[src/rtl/vcsd_pkg.sv]
// ============================================================================
// vcsd_pkg
// Shared types, codes and tables of the command stream decoder.
// ============================================================================
package vcsd_pkg;

  localparam int PCM_ADDR_BITS = 16;
  localparam int CFG_IDX_W     = 8;
  localparam int CFG_DATA_W    = 8;

  localparam logic [3:0] DATA_PHASE = 4'd15;
  localparam logic [4:0] LEN_UNKNOWN = 5'h10;

  // Opcodes with behavior of their own
  localparam logic [7:0] OP_WRITE_A     = 8'h50;
  localparam logic [7:0] OP_NOCHIP_A    = 8'h5e;
  localparam logic [7:0] OP_NOCHIP_B    = 8'h5f;
  localparam logic [7:0] OP_WAIT16      = 8'h61;
  localparam logic [7:0] OP_WAIT_NTSC   = 8'h62;
  localparam logic [7:0] OP_WAIT_PAL    = 8'h63;
  localparam logic [7:0] OP_WAIT_PRESET = 8'h64;
  localparam logic [7:0] OP_END         = 8'h66;
  localparam logic [7:0] OP_DATA_BLOCK  = 8'h67;
  localparam logic [7:0] OP_SEEK        = 8'he0;
  localparam logic [3:0] NIB_SHORT_WAIT = 4'h7;
  localparam logic [3:0] NIB_PCM_WRITE  = 4'h8;

  // Data block types
  localparam logic [7:0] BT_PCM    = 8'h00;
  localparam logic [7:0] BT_ROM_A  = 8'h81;
  localparam logic [7:0] BT_ROM_B  = 8'h88;

  localparam logic [3:0] CHIP_PCM   = 4'd2;
  localparam logic [3:0] CHIP_ROM_A = 4'd5;
  localparam logic [3:0] CHIP_ROM_B = 4'd8;
  localparam logic [8:0] REG_PCM    = 9'h02a;
  localparam logic [8:0] REG_ROM_A  = 9'h108;
  localparam logic [8:0] REG_ROM_B  = 9'h00f;
  localparam logic [3:0] PRE_LAST   = 4'd10;

  localparam logic [15:0] WAIT_NTSC_RST = 16'd735;
  localparam logic [15:0] WAIT_PAL_RST  = 16'd882;

  localparam logic [CFG_IDX_W-1:0] CFG_LOOP_ENABLED = 8'd0;
  localparam logic [CFG_IDX_W-1:0] CFG_REPEAT_LIMIT = 8'd1;

  typedef enum logic [2:0] {
    KIND_WRITE   = 3'd0,
    KIND_WAIT    = 3'd1,
    KIND_END     = 3'd2,
    KIND_RESTART = 3'd3,
    KIND_ERROR   = 3'd4
  } kind_e;

  typedef enum logic [1:0] {
    ERR_NONE    = 2'd0,
    ERR_OPCODE  = 2'd1,
    ERR_PRESET  = 2'd2,
    ERR_SHORT   = 2'd3
  } err_e;

  typedef struct packed {
    logic        single_v;
    kind_e       kind;
    logic [3:0]  chip;
    logic [8:0]  reg_addr;
    logic [7:0]  data;
    logic        pcm_sel;
    logic [15:0] wait_samples;
    err_e        err;
    logic        pre_v;
    logic        post_v;
    logic        rom_a;
    logic [15:0] s_addr;
    logic [15:0] e_addr;
  } desc_t;

  typedef struct packed {
    logic  valid;
    desc_t desc;
  } dec_out_t;

  typedef struct packed {
    logic [8:0] reg_addr;
    logic [7:0] data;
  } reg_data_t;

  function automatic logic [4:0] operand_len(input logic [7:0] op);
    logic [4:0] len;
    case (op)
      8'h4f, 8'h50, 8'h94:        len = 5'd1;
      8'h61:                      len = 5'd2;
      8'h62, 8'h63, 8'h66:        len = 5'd0;
      8'h64:                      len = 5'd3;
      8'h67:                      len = 5'd6;
      8'h68:                      len = 5'd11;
      8'h90, 8'h91, 8'h95:        len = 5'd4;
      8'h92:                      len = 5'd5;
      8'h93:                      len = 5'd10;
      default: begin
        case (op[7:4])
          4'h3:             len = 5'd1;
          4'h4, 4'h5, 4'ha, 4'hb: len = 5'd2;
          4'h7, 4'h8:       len = 5'd0;
          4'hc, 4'hd:       len = 5'd3;
          4'he, 4'hf:       len = 5'd4;
          default:          len = LEN_UNKNOWN;
        endcase
      end
    endcase
    return len;
  endfunction

  // Bit 4 flags a real chip write opcode
  function automatic logic [4:0] chip_code(input logic [7:0] op);
    logic [4:0] c;
    case (op)
      8'h50:        c = 5'h10;
      8'h51:        c = 5'h11;
      8'h52, 8'h53: c = 5'h12;
      8'h54:        c = 5'h13;
      8'h55:        c = 5'h14;
      8'h56, 8'h57: c = 5'h15;
      8'h5a:        c = 5'h16;
      8'h5b:        c = 5'h17;
      8'h5c:        c = 5'h18;
      8'ha0:        c = 5'h19;
      default:      c = 5'h00;
    endcase
    return c;
  endfunction

  function automatic reg_data_t pre_entry(input logic rom_a, input logic [3:0] sub,
                                          input logic [15:0] s, input logic [15:0] e);
    reg_data_t r;
    r = '0;
    if (rom_a) begin
      case (sub)
        4'd0:    r = '{9'h100, 8'h00};
        4'd1:    r = '{9'h100, 8'h01};
        4'd2:    r = '{9'h101, 8'h00};
        4'd3:    r = '{9'h102, s[7:0]};
        4'd4:    r = '{9'h103, s[15:8]};
        4'd5:    r = '{9'h104, e[7:0]};
        4'd6:    r = '{9'h105, e[15:8]};
        4'd7:    r = '{9'h10c, 8'hff};
        4'd8:    r = '{9'h10d, 8'hff};
        4'd9:    r = '{9'h110, 8'h1f};
        default: r = '{9'h100, 8'h60};
      endcase
    end else begin
      case (sub)
        4'd0:    r = '{9'h007, 8'h00};
        4'd1:    r = '{9'h007, 8'h01};
        4'd2:    r = '{9'h007, 8'h00};
        4'd3:    r = '{9'h004, 8'h78};
        4'd4:    r = '{9'h004, 8'h80};
        4'd5:    r = '{9'h007, 8'h60};
        4'd6:    r = '{9'h008, 8'h00};
        4'd7:    r = '{9'h009, s[7:0]};
        4'd8:    r = '{9'h00a, s[15:8]};
        4'd9:    r = '{9'h00b, e[7:0]};
        default: r = '{9'h00c, e[15:8]};
      endcase
    end
    return r;
  endfunction

  function automatic reg_data_t post_entry(input logic rom_a, input logic [3:0] sub);
    reg_data_t r;
    r = '0;
    if (rom_a) begin
      case (sub)
        4'd0:    r = '{9'h100, 8'h00};
        default: r = '{9'h110, 8'h80};
      endcase
    end else begin
      case (sub)
        4'd0:    r = '{9'h007, 8'h00};
        4'd1:    r = '{9'h004, 8'h78};
        default: r = '{9'h004, 8'h80};
      endcase
    end
    return r;
  endfunction

endpackage

[src/rtl/vcsd_res_if.sv]
// ============================================================================
// vcsd_res_if
// Result channel.
// ============================================================================
interface vcsd_res_if;
  logic        valid;
  logic        ready;
  logic [2:0]  kind;
  logic [3:0]  chip;
  logic [8:0]  reg_addr;
  logic [7:0]  write_data;
  logic [15:0] wait_samples;
  logic [1:0]  error_code;
  logic        last;
  modport source(output valid, output kind, output chip, output reg_addr,
                 output write_data, output wait_samples, output error_code,
                 output last, input ready);
  modport sink(input valid, input kind, input chip, input reg_addr,
               input write_data, input wait_samples, input error_code,
               input last, output ready);
endinterface

[src/rtl/vcsd_emitter.sv]
// ============================================================================
// vcsd_emitter
// Holds one descriptor and plays out its results, one per transaction.
// ============================================================================
module vcsd_emitter (
  input  logic               clk_i,
  input  logic               rst_ni,
  input  vcsd_pkg::dec_out_t dec_i,
  input  logic [7:0]         pcm_data_i,
  output logic               take_ready_o,
  vcsd_res_if.source         res_o
);

  localparam logic [1:0] PH_SINGLE = 2'd0;
  localparam logic [1:0] PH_PRE    = 2'd1;
  localparam logic [1:0] PH_POST   = 2'd2;

  logic            busy_q, busy_d;
  vcsd_pkg::desc_t desc_q, desc_d;
  logic [1:0]      phase_q, phase_d;
  logic [3:0]      sub_q, sub_d;
  logic            last_now;
  logic            out_acc;
  vcsd_pkg::reg_data_t rd_pre, rd_post;

  assign rd_pre  = vcsd_pkg::pre_entry(desc_q.rom_a, sub_q, desc_q.s_addr, desc_q.e_addr);
  assign rd_post = vcsd_pkg::post_entry(desc_q.rom_a, sub_q);

  always_comb begin
    last_now = 1'b0;
    res_o.kind = vcsd_pkg::KIND_WRITE;
    res_o.chip = desc_q.rom_a ? vcsd_pkg::CHIP_ROM_A : vcsd_pkg::CHIP_ROM_B;
    res_o.reg_addr = '0;
    res_o.write_data = '0;
    res_o.wait_samples = '0;
    res_o.error_code = vcsd_pkg::ERR_NONE;
    unique case (phase_q)
      PH_SINGLE: begin
        last_now = !desc_q.pre_v && !desc_q.post_v;
        res_o.kind = desc_q.kind;
        res_o.chip = desc_q.chip;
        res_o.reg_addr = desc_q.reg_addr;
        res_o.write_data = desc_q.pcm_sel ? pcm_data_i : desc_q.data;
        res_o.wait_samples = desc_q.wait_samples;
        res_o.error_code = desc_q.err;
      end
      PH_PRE: begin
        last_now = (sub_q == vcsd_pkg::PRE_LAST) && !desc_q.post_v;
        res_o.reg_addr = rd_pre.reg_addr;
        res_o.write_data = rd_pre.data;
      end
      PH_POST: begin
        last_now = (sub_q == (desc_q.rom_a ? 4'd1 : 4'd2));
        res_o.reg_addr = rd_post.reg_addr;
        res_o.write_data = rd_post.data;
      end
      default: ;
    endcase
  end

  assign res_o.valid = busy_q;
  assign res_o.last = last_now;
  assign out_acc = busy_q && res_o.ready;
  assign take_ready_o = !busy_q || (res_o.ready && last_now);

  always_comb begin
    busy_d = busy_q;
    desc_d = desc_q;
    phase_d = phase_q;
    sub_d = sub_q;
    if (out_acc) begin
      if (last_now) begin
        busy_d = 1'b0;
      end else if (phase_q == PH_SINGLE) begin
        phase_d = desc_q.pre_v ? PH_PRE : PH_POST;
        sub_d = '0;
      end else if (phase_q == PH_PRE && sub_q == vcsd_pkg::PRE_LAST) begin
        phase_d = PH_POST;
        sub_d = '0;
      end else begin
        sub_d = sub_q + 4'd1;
      end
    end
    if (dec_i.valid) begin
      busy_d = 1'b1;
      desc_d = dec_i.desc;
      phase_d = dec_i.desc.single_v ? PH_SINGLE :
                (dec_i.desc.pre_v ? PH_PRE : PH_POST);
      sub_d = '0;
    end
  end

  always_ff @(posedge clk_i or negedge rst_ni) begin
    if (!rst_ni) begin
      busy_q <= 1'b0;
      phase_q <= PH_SINGLE;
      sub_q <= '0;
    end else begin
      busy_q <= busy_d;
      phase_q <= phase_d;
      sub_q <= sub_d;
    end
  end

  always_ff @(posedge clk_i) begin
    desc_q <= desc_d;
  end

`ifndef SYNTHESIS
  a_load_free: assert property (@(posedge clk_i) disable iff (!rst_ni)
    dec_i.valid |-> (!busy_q || (out_acc && last_now)))
    else $error("descriptor overwritten");
  a_post_flag: assert property (@(posedge clk_i) disable iff (!rst_ni)
    (busy_q && phase_q == PH_POST) |-> desc_q.post_v)
    else $error("postamble without request");
  a_pre_bound: assert property (@(posedge clk_i) disable iff (!rst_ni)
    (busy_q && phase_q == PH_PRE) |-> (desc_q.pre_v && sub_q <= vcsd_pkg::PRE_LAST))
    else $error("preamble index out of range");
`endif

endmodule

[src/flat_wrapper.sv]
// flat-port wrapper written by rule: the top's interface ports become plain ports
module vcsd_emitter_flat 
  (clk_i, rst_ni, dec_i, pcm_data_i, take_ready_o, res_o_valid, res_o_kind, res_o_chip, res_o_reg_addr, res_o_write_data, res_o_wait_samples, res_o_error_code, res_o_last, res_o_ready);
  vcsd_res_if res_o_i ();
  input  logic clk_i;
  input  logic rst_ni;
  input  vcsd_pkg::dec_out_t dec_i;
  input  logic [7:0] pcm_data_i;
  output logic take_ready_o;
  output wire logic [$bits(res_o_i.valid)-1:0] res_o_valid;
  output wire logic [$bits(res_o_i.kind)-1:0] res_o_kind;
  output wire logic [$bits(res_o_i.chip)-1:0] res_o_chip;
  output wire logic [$bits(res_o_i.reg_addr)-1:0] res_o_reg_addr;
  output wire logic [$bits(res_o_i.write_data)-1:0] res_o_write_data;
  output wire logic [$bits(res_o_i.wait_samples)-1:0] res_o_wait_samples;
  output wire logic [$bits(res_o_i.error_code)-1:0] res_o_error_code;
  output wire logic [$bits(res_o_i.last)-1:0] res_o_last;
  input wire logic [$bits(res_o_i.ready)-1:0] res_o_ready;
  assign res_o_valid = res_o_i.valid;
  assign res_o_kind = res_o_i.kind;
  assign res_o_chip = res_o_i.chip;
  assign res_o_reg_addr = res_o_i.reg_addr;
  assign res_o_write_data = res_o_i.write_data;
  assign res_o_wait_samples = res_o_i.wait_samples;
  assign res_o_error_code = res_o_i.error_code;
  assign res_o_last = res_o_i.last;
  assign res_o_i.ready = res_o_ready;
  vcsd_emitter u_core (.clk_i(clk_i), .rst_ni(rst_ni), .dec_i(dec_i), .pcm_data_i(pcm_data_i), .take_ready_o(take_ready_o), .res_o(res_o_i));
endmodule
[config.mk]
export PLATFORM = sky130hd
export DESIGN_NAME = vcsd_emitter_flat
export DESIGN_NICKNAME = d
export VERILOG_FILES = /design/src/rtl/vcsd_pkg.sv /design/src/rtl/vcsd_res_if.sv /design/src/rtl/vcsd_emitter.sv /design/src/flat_wrapper.sv
export SDC_FILE = /design/constraint.sdc
export NUM_CORES = 1
export LEC_CHECK = 0
export ABC_AREA = 1
export BUFFER_PORTS_ARGS = -buffer_cell sky130_fd_sc_hd__buf_2
export CORE_ASPECT_RATIO = 1.5
export CORE_MARGIN = 1
export CORE_UTILIZATION = 45
export CTS_BUF_LIST = sky130_fd_sc_hd__clkbuf_16
export CTS_CLUSTER_DIAMETER = 50
export DETAILED_ROUTE_END_ITERATION = 10
export PLACE_DENSITY = 0.81
export SLEW_MARGIN = 20
export SYNTH_ARGS = -nofsm -noshare
export SYNTH_HDL_FRONTEND = slang
export SYNTH_SLANG_ARGS = --single-unit
[constraint.sdc]
create_clock -name clk_i -period 2.3 [get_ports clk_i]
set_clock_uncertainty 0.15 [all_clocks]
set_input_delay 0.23 -clock clk_i [delete_from_list [all_inputs] [get_ports clk_i]]
set_output_delay 0.23 -clock clk_i [all_outputs]
set_load 0.05 [all_outputs]
==> results.sh <==
export IMPL_synthCells=458
export IMPL_grt_overflow=0
export IMPL_first_pass_iters=5
export IMPL_tns_ns=-3.44
export IMPL_startpoint="u_core.sub_q[1]"
export IMPL_routed_wl_um=15900
export IMPL_grt_max_degree=81
export IMPL_fin_cells=852
export IMPL_drc=0
export IMPL_syn_area_per_cell_um2=9.38
export IMPL_yosys_area_share_simple_pct=23.5
export IMPL_hold_class="in -> reg"
export IMPL_yosys_top_cells_area="edfxtp_1, nand2_1, nor2_1, inv_1, dfrtp_1"
export IMPL_async_reset_ff_share_pct=8.24
export IMPL_wl_per_cell_um=18.7
export IMPL_netlist_area_um2=4300
export IMPL_layout_nets=831
export IMPL_violations="setup timing"
export IMPL_p_sw_share_pct=45.5
export IMPL_layout_drive_gt1_share_pct=38.4
export IMPL_syn_nets=554
export IMPL_p_per_area_nw_per_um2=1040
export IMPL_outcome="finished, violations left"
export IMPL_ir_drop_v=0.000825
export IMPL_cts_root_buf="clkbuf_16"
export IMPL_die_area_um2=9950
export IMPL_dr_total_vias=4568
export IMPL_max_freq_ghz=0.373
export IMPL_area_growth_pct=63.8
export IMPL_min_from="res_o_ready"
export IMPL_start_util_pct=46.4
export IMPL_insertion_delay_ns=0.34
export IMPL_fin_crit_ns=2.68
export IMPL_yosys_warnings=0
export IMPL_tightestPinTransition_ns=0.425
export IMPL_drv_slew=0
export IMPL_synth_top_cells_by_count="nand2_1, edfxtp_1, nor2_1, inv_1, nand3_1"
export IMPL_finalHoldViolCount=0
export IMPL_synth_seq_area_share_pct=58.6
export IMPL_r2r_start="u_core.sub_q[0]"
export IMPL_crit_path_max_fanout=6
export IMPL_grt_pass1_vias=4884
export IMPL_finalWorstSetupSlack_ns=-0.379
export IMPL_cts_path_max_buffers=2
export IMPL_p_int_w=0.00397
export IMPL_core_region_area_um2=9250
export IMPL_finalPower_w=0.00729
export IMPL_rsz0062_at_grt="yes"
export IMPL_cp_cell_sequence="inv_4 -> ha_4 -> o21ai_0 -> nand2_2 -> nor2_4 -> nand2_1 -> nand3_1 -> nand3_1 -> nand2_2 -> buf_8"
export IMPL_p_leak_nw=3.29
export IMPL_synth_top_family_by_area="simple AND/OR/NAND/NOR gates"
export IMPL_synth_edf_count=78
export IMPL_critPathRequiredTime_ns=1.92
export IMPL_synth_compound_area_share_pct=8.48
export IMPL_dp_hpwl_um=9350
export IMPL_dp_cells=744
export IMPL_seqPwrFrac_pct=27.0
export IMPL_startpoint_type="flip-flop"
export IMPL_synth_cell_types=37
export IMPL_synthAdderAreaFrac_pct=1.46
export IMPL_clk_pin_slew_ns=0.07
export IMPL_core_rowCount=43
export IMPL_critical_path_class="reg -> out"
export IMPL_drv_cap=0
export IMPL_ys_flop_type="edfxtp_1"
export IMPL_die_w_um=81.8
export IMPL_relSlewSlack_pct=71.7
export IMPL_power_frac_comb_pct=50.7
export IMPL_synth_xor_area_share_pct=0.408
export IMPL_tritoncts="built"
export IMPL_place_gp_congestion=0.937
export IMPL_grt_first_pass_wirelength_um=24100
export IMPL_cp_slowest_stage_delay_ns=0.46
export IMPL_vias_per_cell=5.36
export IMPL_crit_path_end_kind="primary output"
export IMPL_setup_viol_count_final=14
export IMPL_antenna_cells=0
export IMPL_nFillCells=575
export IMPL_antenna_found_initial=0
export IMPL_detail_route_antenna_nets=0
export IMPL_die_h_um=122
export IMPL_yosysTopAreaCellShare_pct=54.5
export IMPL_cts_buffers=9
export IMPL_period_share_pct=116
export IMPL_post_synth_top_count_cell="nand2_1"
export IMPL_net_switching_power_w=0.00332
export IMPL_cpMaxStageDelayCell="dfrtp_2"
export IMPL_io_pins=136
export IMPL_clkSinkCount=85
export IMPL_cts_htree_levels=3
export IMPL_drt_iter0_markers=318
export IMPL_crit_arrival_ns=2.30
export IMPL_portBuffers=135
export IMPL_grt_usage_pct=33.5
export IMPL_pwr_share_clk_pct=22.3
export IMPL_synth_top_cell_by_area="edfxtp_1"
export IMPL_synthMuxAreaShare_pct=0
export IMPL_fin_util_pct=76.0
export IMPL_ys_seq_elements=85
## worst max-delay path, delay by kind of cell, from the launching register on
kind,cells,cell delay (ns)
flip-flops,1,0.46
buffers and inverters,2,0.23
AO/OA/AOI/OAI,1,0.24
AND/OR/NAND/NOR,6,0.81
adder cells (fa/ha/maj),1,0.20
## cell families after synthesis
| group | Yosys count |
|---|---|
| and+or+nand+nor | 226 |
| DFF | 85 |
| buffers and inverters | 80 |
| AOI/OAI and AO/OA | 60 |
| adders and majority gates | 5 |
| xor gates and xnor gates | 2 |
## layer usage
metal	wire, µm	part of all wire (%)	vias to the layer above	global-route usage, %
li1	-	-	2082	-
met1	5500	35	2134	33.9
met2	8380	53	270	60.2
met3	931	5.8	82	6.07
met4	1120	7.1	0	22.8
met5	0	0	-	0
## power groups by stage
stage	clock network, W	registers [W]	logic [W]
floorplan	0	0.00195	0.00214
global placement	0	0.00196	0.00301
detailed placement	0	0.00197	0.00303
CTS	0.00160	0.00195	0.00353
global route	0.00167	0.00198	0.00388
finish	0.00163	0.00197	0.00369
## what timing repair did
| action | in CTS | in global routing |
|---|---|---|
| buffers inserted | 8 | 5 |
| hold buffers | 79 | 0 |
| hold endpoints to repair | 85 | 0 |
| gates resized for setup | 85 | 27 |
| endpoints found under the setup margin | 17 | 25 |
| pin swaps | 22 | 14 |
## cells in the final DEF, fill, tap and decap left out, types with 2 or more instances in the layout
cell type / synthesis / final
nor2_1: 73 / 63
nand2_1: 96 / 85
buf_4: 0 / 57
edfxtp_1: 78 / 78
o22ai_1: 6 / 5
nand2_4: 2 / 5
bufinv_16: 0 / 2
ha_4: 0 / 4
a21oi_1: 14 / 13
nor2_2: 1 / 9
clkbuf_4: 0 / 2
nor2_4: 5 / 7
buf_12: 0 / 2
nand3_4: 1 / 3
clkbuf_16: 0 / 9
buf_6: 2 / 13
o21ai_0: 20 / 14
inv_6: 0 / 2
nand4_1: 3 / 3
inv_2: 1 / 2
o211ai_1: 6 / 6
nand3b_1: 3 / 3
clkinv_2: 0 / 2
nor3_1: 6 / 5
dlygate4sd3_1: 0 / 79
nand2_2: 5 / 12
dfrtp_1: 7 / 4
o21ai_2: 1 / 4
inv_1: 67 / 61
nand3_2: 3 / 6
buf_8: 0 / 4
o2111ai_1: 2 / 2
buf_2: 2 / 118
nand3_1: 27 / 22
o21ai_1: 4 / 7
inv_4: 2 / 6
dfrtp_2: 0 / 3
## worst paths after layout
| check | end | depth (start not counted) | slack (ns) |
|---|---|---|---|
| max in group asynchronous | u_core.sub_q[0] | 2 | 1.72 |
| max | res_o_write_data[2] | 10 | -0.38 |
| min in group asynchronous | u_core.sub_q[3] | 2 | 0.10 |
| min | u_core.res_o.valid | 4 | 0.06 |
| min reg2reg | u_core.res_o.valid | 2 | 0.40 |
| max reg2reg | u_core.phase_q[0] | 11 | 0.35 |
## cell type report
class	count	area [µm²]	area share, %
flip-flops and latches	85	2520	35.8
repair buffers	275	2070	29.4
multi-input cells	293	1690	24.0
inverters	71	287	4.07
clock buffers	9	225	3.20
well taps	112	140	1.99
clock inverters	7	103	1.46
## metrics by stage
stage	hold slack [ns]	setup WS, ns	area, µm²
floorplan	-0.216	0.0459	4300
finish	0.0578	-0.379	7040
detailed placement	-0.0718	-0.237	5440
global placement	-0.0748	-0.208	5440
global route	0.0841	-0.478	7040
CTS	0.0419	-0.278	6910
## state kept, by name, indices dropped and copies added (netlist names)
register            count
u_core.sub_q            4
u_core.res_o.valid      1
u_core.phase_q          2
u_core.desc_q          78
Power figures use the tool's default switching activity.
